`src/hw/rtl/tlbfl_pkg.sv`:
```
// -----------------------------------------------------------------------------
// TLB replacement package
// Shared field widths, codes, transaction types and control interface types.
// -----------------------------------------------------------------------------
`timescale 1ns / 1ps
`default_nettype none

package tlbfl_pkg;

    localparam int PAGE_W  = 20;
    localparam int COUNT_W = 16;
    localparam int TOTAL_W = 32;

    // Opcode and policy codes.
    localparam logic OP_LOOKUP  = 1'b0;
    localparam logic OP_FILL    = 1'b1;
    localparam logic POLICY_FIFO = 1'b0;
    localparam logic POLICY_LFU  = 1'b1;

    // Input transaction.
    typedef struct packed {
        logic              opcode;
        logic [PAGE_W-1:0] virtual_page;
        logic [PAGE_W-1:0] fill_frame;
        logic              fill_frame_valid;
    } in_item_t;

    // Result transaction.
    typedef struct packed {
        logic               hit;
        logic [PAGE_W-1:0]  frame;
        logic               frame_valid;
        logic [TOTAL_W-1:0] hits_so_far;
        logic [TOTAL_W-1:0] misses_so_far;
    } out_item_t;

    // Commands from the controller to the datapath.
    typedef struct packed {
        logic load;
        logic lookup;
        logic fill_fifo;
        logic fill_lfu;
        logic scan_init;
        logic scan_step;
        logic evict;
        logic emit;
    } ctl_cmd_t;

    // Status from the datapath to the controller.
    typedef struct packed {
        logic is_fill;
        logic lfu;
        logic any_match;
        logic any_free;
        logic scan_last;
    } ctl_status_t;

endpackage

`default_nettype wire

```
`src/hw/rtl/tlb_fifo_lfu_replacement.sv`:
```
// -----------------------------------------------------------------------------
// Fully associative TLB with FIFO or LFU replacement
// Lookup and fill of page translations with running hit and miss totals.
// -----------------------------------------------------------------------------
// A transaction is taken when start is high and busy is low. Lookups, FIFO
// fills and LFU fills that hit a present page or find a free entry capture
// the transaction, then do the parallel tag compare and entry update. An LFU
// fill into a full table adds a victim scan: a single comparator walks the
// use counts one entry per cycle to pick the victim. Every transaction yields
// exactly one result, shown on result for one cycle with result_valid high in
// the cycle after the work finishes; the receiver cannot stall, so it must
// take the result in that cycle. A new transaction may be started in the same
// cycle the result is shown. The user must write the policy register with
// cfg_we and cfg_wdata only while idle; the block itself does not enforce it.
`timescale 1ns / 1ps
`default_nettype none

module tlb_fifo_lfu_replacement
    import tlbfl_pkg::*;
#(
    parameter int ENTRIES = 8
)
(
    input  wire logic     clk,
    input  wire logic     rst_n,
    input  wire logic     start,
    output logic          busy,
    input  wire in_item_t item,
    input  wire logic     cfg_we,
    input  wire logic     cfg_wdata,
    output logic          result_valid,
    output out_item_t     result
);

    ctl_cmd_t    cmd;
    ctl_status_t status;

    // Sequencer.
    tlbfl_ctrl u_ctrl (
        .clk    (clk),
        .rst_n  (rst_n),
        .start  (start),
        .busy   (busy),
        .status (status),
        .cmd    (cmd)
    );

    // Entry storage and result path.
    tlbfl_dp #(
        .ENTRIES (ENTRIES)
    ) u_dp (
        .clk          (clk),
        .rst_n        (rst_n),
        .item         (item),
        .cfg_we       (cfg_we),
        .cfg_wdata    (cfg_wdata),
        .cmd          (cmd),
        .status       (status),
        .result_valid (result_valid),
        .result       (result)
    );

endmodule

`default_nettype wire

```
`src/hw/rtl/tlbfl_ctrl.sv`:
```
// -----------------------------------------------------------------------------
// TLB replacement controller
// Sequences accept, tag compare, optional victim scan and result issue.
// -----------------------------------------------------------------------------
`timescale 1ns / 1ps
`default_nettype none

module tlbfl_ctrl
    import tlbfl_pkg::*;
(
    input  wire logic        clk,
    input  wire logic        rst_n,
    input  wire logic        start,
    output logic             busy,
    input  wire ctl_status_t status,
    output ctl_cmd_t         cmd
);

    typedef enum logic [1:0] {
        S_IDLE,
        S_COMPARE,
        S_SCAN
    } state_t;

    state_t state_reg;
    state_t state_next;
    logic   busy_reg;
    logic   busy_next;
    logic   finish;

    // Next state and command decode.
    always_comb
    begin
        state_next = state_reg;
        cmd        = '0;
        finish     = 1'b0;
        unique case (state_reg)
            S_IDLE:
            begin
                if (start)
                begin
                    cmd.load   = 1'b1;
                    state_next = S_COMPARE;
                end
            end
            S_COMPARE:
            begin
                if (!status.is_fill)
                begin
                    cmd.lookup = 1'b1;
                    finish     = 1'b1;
                end
                else if (!status.lfu)
                begin
                    cmd.fill_fifo = 1'b1;
                    finish        = 1'b1;
                end
                else if (status.any_match || status.any_free)
                begin
                    cmd.fill_lfu = 1'b1;
                    finish       = 1'b1;
                end
                else
                begin
                    cmd.scan_init = 1'b1;
                    state_next    = S_SCAN;
                end
            end
            S_SCAN:
            begin
                cmd.scan_step = 1'b1;
                if (status.scan_last)
                begin
                    cmd.evict = 1'b1;
                    finish    = 1'b1;
                end
            end
            default:
            begin
                state_next = S_IDLE;
            end
        endcase
        if (finish)
        begin
            state_next = S_IDLE;
        end
        cmd.emit  = finish;
        busy_next = (state_next != S_IDLE);
    end

    // State and registered busy flag.
    always_ff @(posedge clk or negedge rst_n)
    begin
        if (!rst_n)
        begin
            state_reg <= S_IDLE;
            busy_reg  <= 1'b0;
        end
        else
        begin
            state_reg <= state_next;
            busy_reg  <= busy_next;
        end
    end

    assign busy = busy_reg;

endmodule

`default_nettype wire

```
`src/hw/rtl/tlbfl_dp.sv`:
```
// -----------------------------------------------------------------------------
// TLB replacement datapath
// Entry storage, parallel tag compare, use-count scan and result register.
// -----------------------------------------------------------------------------
`timescale 1ns / 1ps
`default_nettype none

module tlbfl_dp
    import tlbfl_pkg::*;
#(
    parameter int ENTRIES = 8
)
(
    input  wire logic     clk,
    input  wire logic     rst_n,
    input  wire in_item_t item,
    input  wire logic     cfg_we,
    input  wire logic     cfg_wdata,
    input  wire ctl_cmd_t cmd,
    output ctl_status_t   status,
    output logic          result_valid,
    output out_item_t     result
);

    localparam int IDX_W = $clog2(ENTRIES);

    typedef enum logic [1:0] {
        CNT_KEEP,
        CNT_INC,
        CNT_ONE
    } cnt_mode_t;

    logic                 policy_reg;
    in_item_t             item_reg;
    logic                 used_reg  [ENTRIES];
    logic [PAGE_W-1:0]    page_reg  [ENTRIES];
    logic [PAGE_W-1:0]    frame_reg [ENTRIES];
    logic                 ok_reg    [ENTRIES];
    logic [COUNT_W-1:0]   count_reg [ENTRIES];
    logic [IDX_W-1:0]     next_slot_reg;
    logic [IDX_W-1:0]     next_slot_next;
    logic [TOTAL_W-1:0]   hit_total_reg;
    logic [TOTAL_W-1:0]   miss_total_reg;
    logic [TOTAL_W-1:0]   hit_total_next;
    logic [TOTAL_W-1:0]   miss_total_next;
    logic [IDX_W-1:0]     scan_idx_reg;
    logic [IDX_W-1:0]     best_idx_reg;
    logic [COUNT_W-1:0]   best_cnt_reg;
    out_item_t            out_reg;
    out_item_t            out_next;
    logic                 out_valid_reg;

    logic [ENTRIES-1:0]   match_vec;
    logic [ENTRIES-1:0]   free_vec;
    logic [IDX_W-1:0]     match_idx;
    logic [IDX_W-1:0]     free_idx;
    logic [COUNT_W-1:0]   scan_cnt;
    logic                 scan_less;
    logic [IDX_W-1:0]     victim_idx;
    logic                 wr_en;
    logic [IDX_W-1:0]     wr_idx;
    cnt_mode_t            cnt_mode;
    logic [COUNT_W-1:0]   cnt_old;
    logic [COUNT_W-1:0]   cnt_wr;
    logic [PAGE_W-1:0]    wr_frame;

    // Lowest set bit of a vector, zero when none is set.
    function automatic logic [IDX_W-1:0] first_set(input logic [ENTRIES-1:0] v);
        logic [IDX_W-1:0] r;
        r = '0;
        for (int i = ENTRIES - 1; i >= 0; i--)
        begin
            if (v[i])
            begin
                r = IDX_W'(i);
            end
        end
        return r;
    endfunction

    // Policy register.
    always_ff @(posedge clk or negedge rst_n)
    begin
        if (!rst_n)
        begin
            policy_reg <= POLICY_FIFO;
        end
        else if (cfg_we)
        begin
            policy_reg <= cfg_wdata;
        end
    end

    // Captured transaction.
    always_ff @(posedge clk)
    begin
        if (cmd.load)
        begin
            item_reg <= item;
        end
    end

    // Parallel tag compare and free-slot detect.
    always_comb
    begin
        for (int i = 0; i < ENTRIES; i++)
        begin
            match_vec[i] = used_reg[i] && (page_reg[i] == item_reg.virtual_page);
            free_vec[i]  = !used_reg[i];
        end
    end

    assign match_idx = first_set(match_vec);
    assign free_idx  = first_set(free_vec);

    // One use count is compared per scan cycle against the best so far.
    assign scan_cnt   = count_reg[scan_idx_reg];
    assign scan_less  = (scan_cnt < best_cnt_reg);
    assign victim_idx = scan_less ? scan_idx_reg : best_idx_reg;

    always_ff @(posedge clk)
    begin
        if (cmd.scan_init)
        begin
            scan_idx_reg <= IDX_W'(1);
            best_idx_reg <= '0;
            best_cnt_reg <= count_reg[0];
        end
        else if (cmd.scan_step)
        begin
            scan_idx_reg <= scan_idx_reg + IDX_W'(1);
            best_idx_reg <= victim_idx;
            if (scan_less)
            begin
                best_cnt_reg <= scan_cnt;
            end
        end
    end

    assign status.is_fill   = (item_reg.opcode == OP_FILL);
    assign status.lfu       = (policy_reg == POLICY_LFU);
    assign status.any_match = |match_vec;
    assign status.any_free  = |free_vec;
    assign status.scan_last = (scan_idx_reg == IDX_W'(ENTRIES - 1));

    // Entry write select.
    always_comb
    begin
        wr_en    = 1'b0;
        wr_idx   = next_slot_reg;
        cnt_mode = CNT_KEEP;
        if (cmd.fill_fifo)
        begin
            wr_en = 1'b1;
        end
        else if (cmd.fill_lfu)
        begin
            wr_en = 1'b1;
            if (status.any_match)
            begin
                wr_idx   = match_idx;
                cnt_mode = CNT_INC;
            end
            else
            begin
                wr_idx   = free_idx;
                cnt_mode = CNT_ONE;
            end
        end
        else if (cmd.evict)
        begin
            wr_en    = 1'b1;
            wr_idx   = victim_idx;
            cnt_mode = CNT_ONE;
        end
    end

    assign cnt_old  = count_reg[wr_idx];
    assign wr_frame = item_reg.fill_frame_valid ? item_reg.fill_frame : '0;

    always_comb
    begin
        case (cnt_mode)
            CNT_INC:
            begin
                cnt_wr = (cnt_old == {COUNT_W{1'b1}}) ? cnt_old : cnt_old + COUNT_W'(1);
            end
            CNT_ONE:
            begin
                cnt_wr = COUNT_W'(1);
            end
            default:
            begin
                cnt_wr = cnt_old;
            end
        endcase
    end

    // Entry control state: used marks and use counts.
    always_ff @(posedge clk or negedge rst_n)
    begin
        if (!rst_n)
        begin
            for (int i = 0; i < ENTRIES; i++)
            begin
                used_reg[i]  <= 1'b0;
                count_reg[i] <= '0;
            end
        end
        else if (wr_en)
        begin
            used_reg[wr_idx]  <= 1'b1;
            count_reg[wr_idx] <= cnt_wr;
        end
    end

    // Entry payload.
    always_ff @(posedge clk)
    begin
        if (wr_en)
        begin
            page_reg[wr_idx]  <= item_reg.virtual_page;
            frame_reg[wr_idx] <= wr_frame;
            ok_reg[wr_idx]    <= item_reg.fill_frame_valid;
        end
    end

    // Rotating fill pointer and hit/miss totals.
    always_comb
    begin
        next_slot_next  = next_slot_reg;
        hit_total_next  = hit_total_reg;
        miss_total_next = miss_total_reg;
        if (cmd.fill_fifo)
        begin
            if (next_slot_reg == IDX_W'(ENTRIES - 1))
            begin
                next_slot_next = '0;
            end
            else
            begin
                next_slot_next = next_slot_reg + IDX_W'(1);
            end
        end
        if (cmd.lookup)
        begin
            if (status.any_match)
            begin
                hit_total_next = hit_total_reg + TOTAL_W'(1);
            end
            else
            begin
                miss_total_next = miss_total_reg + TOTAL_W'(1);
            end
        end
    end

    always_ff @(posedge clk or negedge rst_n)
    begin
        if (!rst_n)
        begin
            next_slot_reg  <= '0;
            hit_total_reg  <= '0;
            miss_total_reg <= '0;
        end
        else
        begin
            next_slot_reg  <= next_slot_next;
            hit_total_reg  <= hit_total_next;
            miss_total_reg <= miss_total_next;
        end
    end

    // Result transaction; fills report zero fields with the totals.
    always_comb
    begin
        out_next               = '0;
        out_next.hits_so_far   = hit_total_next;
        out_next.misses_so_far = miss_total_next;
        if (cmd.lookup && status.any_match)
        begin
            out_next.hit         = 1'b1;
            out_next.frame       = frame_reg[match_idx];
            out_next.frame_valid = ok_reg[match_idx];
        end
    end

    always_ff @(posedge clk)
    begin
        if (cmd.emit)
        begin
            out_reg <= out_next;
        end
    end

    always_ff @(posedge clk or negedge rst_n)
    begin
        if (!rst_n)
        begin
            out_valid_reg <= 1'b0;
        end
        else
        begin
            out_valid_reg <= cmd.emit;
        end
    end

    assign result_valid = out_valid_reg;
    assign result       = out_reg;

endmodule

`default_nettype wire

```
`config.mk`:
```
export PLATFORM = sky130hd
export DESIGN_NAME = tlb_fifo_lfu_replacement
export DESIGN_NICKNAME = d
export VERILOG_FILES = /design/src/hw/rtl/tlbfl_pkg.sv /design/src/hw/rtl/tlb_fifo_lfu_replacement.sv /design/src/hw/rtl/tlbfl_ctrl.sv /design/src/hw/rtl/tlbfl_dp.sv
export SDC_FILE = /design/constraint.sdc
export NUM_CORES = 1
export LEC_CHECK = 0
export BUFFER_PORTS_ARGS = -buffer_cell sky130_fd_sc_hd__buf_2
export CAP_MARGIN = 0
export CORE_MARGIN = 3
export CORE_UTILIZATION = 46
export DETAILED_ROUTE_END_ITERATION = 16
export PLACE_DENSITY = 0.72
export SLEW_MARGIN = 20
export SYNTH_ARGS = -nofsm -noshare
export SYNTH_HDL_FRONTEND = slang
export SYNTH_SLANG_ARGS = --single-unit
```
`constraint.sdc`:
```
create_clock -name clk -period 10.75 [get_ports clk]
set_input_delay 1.075 -clock clk [delete_from_list [all_inputs] [get_ports clk]]
set_output_delay 1.075 -clock clk [all_outputs]
set_load 0.01 [all_outputs]
```
==> flow_metrics.env <==
export IMPL_yosys_register_bits=686
export IMPL_hold_path_class="in2async"
export IMPL_worst_skew_pair_late_latency_ns=0.62
export IMPL_remaining_max_slew_budget_at_the_tightest_pin=0.268
export IMPL_slew_violations=0
export IMPL_fin_crit_sh=0.831
export IMPL_detail_route_drc_violations=0
export IMPL_unrepaired_setup_endpoints_after_global_routing="false"
export IMPL_path_class="reg2reg"
export IMPL_drt_iter0_drc=2042
export IMPL_syn_area_sq_um=31300
export IMPL_synthesis_instances=2288
export IMPL_yosys_top_cells_area="edfxtp_1 (45%), dfrtp_1 (17%), xnor2_1 (4.7%)"
export IMPL_area_sequential_sq_um=19500
export IMPL_placed_cells=3237
export IMPL_hpwl_mm=48.6
export IMPL_fp_dieH_um=267
export IMPL_layout_area_overhead_vs_synth_pct=12.8
export IMPL_postCtsResizedCells=0
export IMPL_antenna_found_initial=0
export IMPL_pwr_share_comb=0.277
export IMPL_holdBufCountCts=0
export IMPL_synth_net_count=2363
export IMPL_die_x_um=267
export IMPL_synth_top_cell_by_area="edfxtp_1"
export IMPL_h_tree_depth=3
export IMPL_synth_warning_count=0
export IMPL_post_synth_edffs=472
export IMPL_wl_per_cell_um=23.3
export IMPL_layout_drive_gt1_share=0.210
export IMPL_total_number_of_nets_in_the_final_design=2515
export IMPL_worst_setup_path_start_kind="flop"
export IMPL_clk_transition_reported_paths_ns=0.06
export IMPL_core_area_sq_um=67300
export IMPL_finalSetupViolCount=0
export IMPL_postSynth_asyncResetShare=0.303
export IMPL_gp_congestion=0.952
export IMPL_detailed_routing_iteration_count_for_the_pre_antenna_repair_pass=7
export IMPL_critical_path_required_ns=11.21
export IMPL_seq_power_share=0.429
export IMPL_route_vias_total=20100
export IMPL_detailed_place_area_sq_um=32800
export IMPL_clk_tree_root_cell="clkbuf_16"
export IMPL_die_area_sq_um=71200
export IMPL_power_density_nw_per_um2=246
export IMPL_switchingPower_uw=2960
export IMPL_routed_wl_mm=78.5
export IMPL_route_antenna_remaining_nets=0
export IMPL_grt_first_pass_wirelength_mm=120
export IMPL_maximum_clock_insertion_buffer_count=3
export IMPL_sequential_share_of_the_synthesized_area=0.623
export IMPL_synth_cell_type_count=95
export IMPL_finalHoldViolCount=0
export IMPL_tightestPinTransition_ns=1.10
export IMPL_cts_buffers=74
export IMPL_final_standard_cell_area_without_fillers_sq_um=35300
export IMPL_critPathCaptureType="flop"
export IMPL_tns_ns=0
export IMPL_avgSynthCellArea_sq_um=13.7
export IMPL_yosys_cell_count_top_type="edfxtp_1"
export IMPL_max_clock_freq_mhz=112
export IMPL_multiInputGateArea_sq_um=11000
export IMPL_yosys_area_top_type_share=0.453
export IMPL_cp_data_arrival_time_ns=9.39
export IMPL_commonest_cells_in_the_synthesized_netlist="edfxtp_1 (472), nand2_1 (211), dfrtp_1 (208)"
export IMPL_clock_power_share=0.294
export IMPL_cts_post_setup_buffers_inserted=0
export IMPL_setup_clock_skew_after_layout_ns=0.0260
export IMPL_cell_internal_pwr_uw=5730
export IMPL_worstRegToRegCells=21
export IMPL_floorplan_initialDensity=0.465
export IMPL_timing_max_cap_violations=0
export IMPL_ys_dominant_reg_cell="edfxtp_1"
export IMPL_grt_usage=0.219
export IMPL_cts_sink_count=686
export IMPL_power_static_leakage_uw=0.0134
export IMPL_fill_cells=5476
export IMPL_vias_per_cell=5.94
export IMPL_port_buffers=134
export IMPL_pin_count=135
export IMPL_power_share_switching=0.341
export IMPL_diodes_inserted=0
export IMPL_first_global_vias=20700
export IMPL_outcome="complete, no violations"
export IMPL_placementRows=95
export IMPL_critical_path_peak_fanout=41
export IMPL_finalCriticalPeriod_ns=8.93
export IMPL_grt_max_degree=85
export IMPL_post_layout_nonfiller_instances=3373
export IMPL_peak_ir_drop_on_the_vdd_network_v=0.000128
export IMPL_gr_total_overflow=0
export IMPL_tritoncts="built"
[critical path: stages, from the launching register on]
cell       delay, ns
dfxtp_2         1.03
buf_4           0.41
mux4_2          0.54
mux2_2          0.29
ha_1            0.20
a211oi_1        0.49
a2111oi_0       0.21
nand2_1         0.11
o221ai_2        0.16
mux2i_1         0.36
nor3_2          0.06
buf_4           0.21
and2_2          0.51
nor2_4          0.54
buf_4           0.42
a2111oi_0       0.17
or4_1           0.86
nor3_1          0.40
and3_1          0.73
a21boi_0        0.23
xnor2_1         0.61
o31ai_1         0.16
[final timing paths]
check                      slack, ns                    from                       to
setup reg to reg                1.82    u_dp.scan_idx_reg[0]      u_dp.count_reg[100]
max in group asynchronous       8.95                   rst_n        u_dp.count_reg[2]
hold reg to reg                 0.48  u_dp.hit_total_reg[31]   u_dp.hit_total_reg[31]
setup / recovery                1.82    u_dp.scan_idx_reg[0]      u_dp.count_reg[100]
min in group clk                0.48  u_dp.hit_total_reg[31]   u_dp.hit_total_reg[31]
hold / removal                  0.43                   rst_n  u_dp.miss_total_reg[11]
[per-layer routing]
metal  up-vias  share of wire  track usage
met5         -        0.00099      0.00743
met4         2          0.037       0.0948
met3       194          0.079       0.0395
met2       918           0.47        0.353
met1      9999           0.42        0.293
li1       8939              -            -
[cell usage in the layout (no fill, tap or decap), types with 22 or more instances in the layout]
cell / count
a21oi_1: 49
nor3_1: 22
ha_1: 28
o21ai_0: 47
xor2_1: 50
inv_1: 49
dfrtp_1: 208
xnor2_1: 168
and2_1: 29
buf_2: 133
edfxtp_1: 472
nor2_1: 63
mux4_2: 31
mux2_2: 123
nand2_1: 211
clkbuf_16: 77
o31ai_1: 25
mux2i_1: 68
nand4_1: 63
o211ai_1: 49
nand3_1: 91
buf_4: 51
and3_1: 33
[metrics by stage]
stage	utilization	setup WS (ns)	hold slack, ns	total power (uW)
after global routing	0.525	1.28	0.441	9080
after detailed placement	0.488	2.05	0.475	6120
final	0.525	1.82	0.431	8690
after global placement	0.488	2.41	0.457	6030
after CTS	0.525	2.06	0.420	8680
after floorplan	-	1.47	0.439	5360
[kinds of logic after synthesis]
logic type | after synthesis | share of synthesized area
flip-flops | 686 | 0.623
AND/OR/NAND/NOR | 654 | 0.112
AO/OA/AOI/OAI | 303 | 0.0714
XOR/XNOR | 228 | 0.0662
multiplexers | 222 | 0.0883
buffers and inverters | 167 | 0.0282
adder cells (fa/ha/maj) | 28 | 0.0112
[final cells by class]
cell class | instances | share of cell area
Tap cell | 873 | 0.0309
Timing Repair Buffer | 186 | 0.0304
Clock inverter | 33 | 0.0100
Clock buffer | 103 | 0.0596
Sequential cell | 686 | 0.552
Inverter | 57 | 0.00606
Multi-Input combinational cell | 1435 | 0.311
[power by group through the flow]
stage | registers, uW | logic (uW) | clock network, uW
4_1_cts | 3720 | 2370 | 2600
3_5_place_dp | 3770 | 2350 | 0
6_report | 3730 | 2410 | 2550
3_3_place_gp | 3750 | 2280 | 0
2_1_floorplan | 3680 | 1690 | 0
5_1_grt | 3770 | 2600 | 2700
No activity file was read; power rests on OpenSTA's default activity.
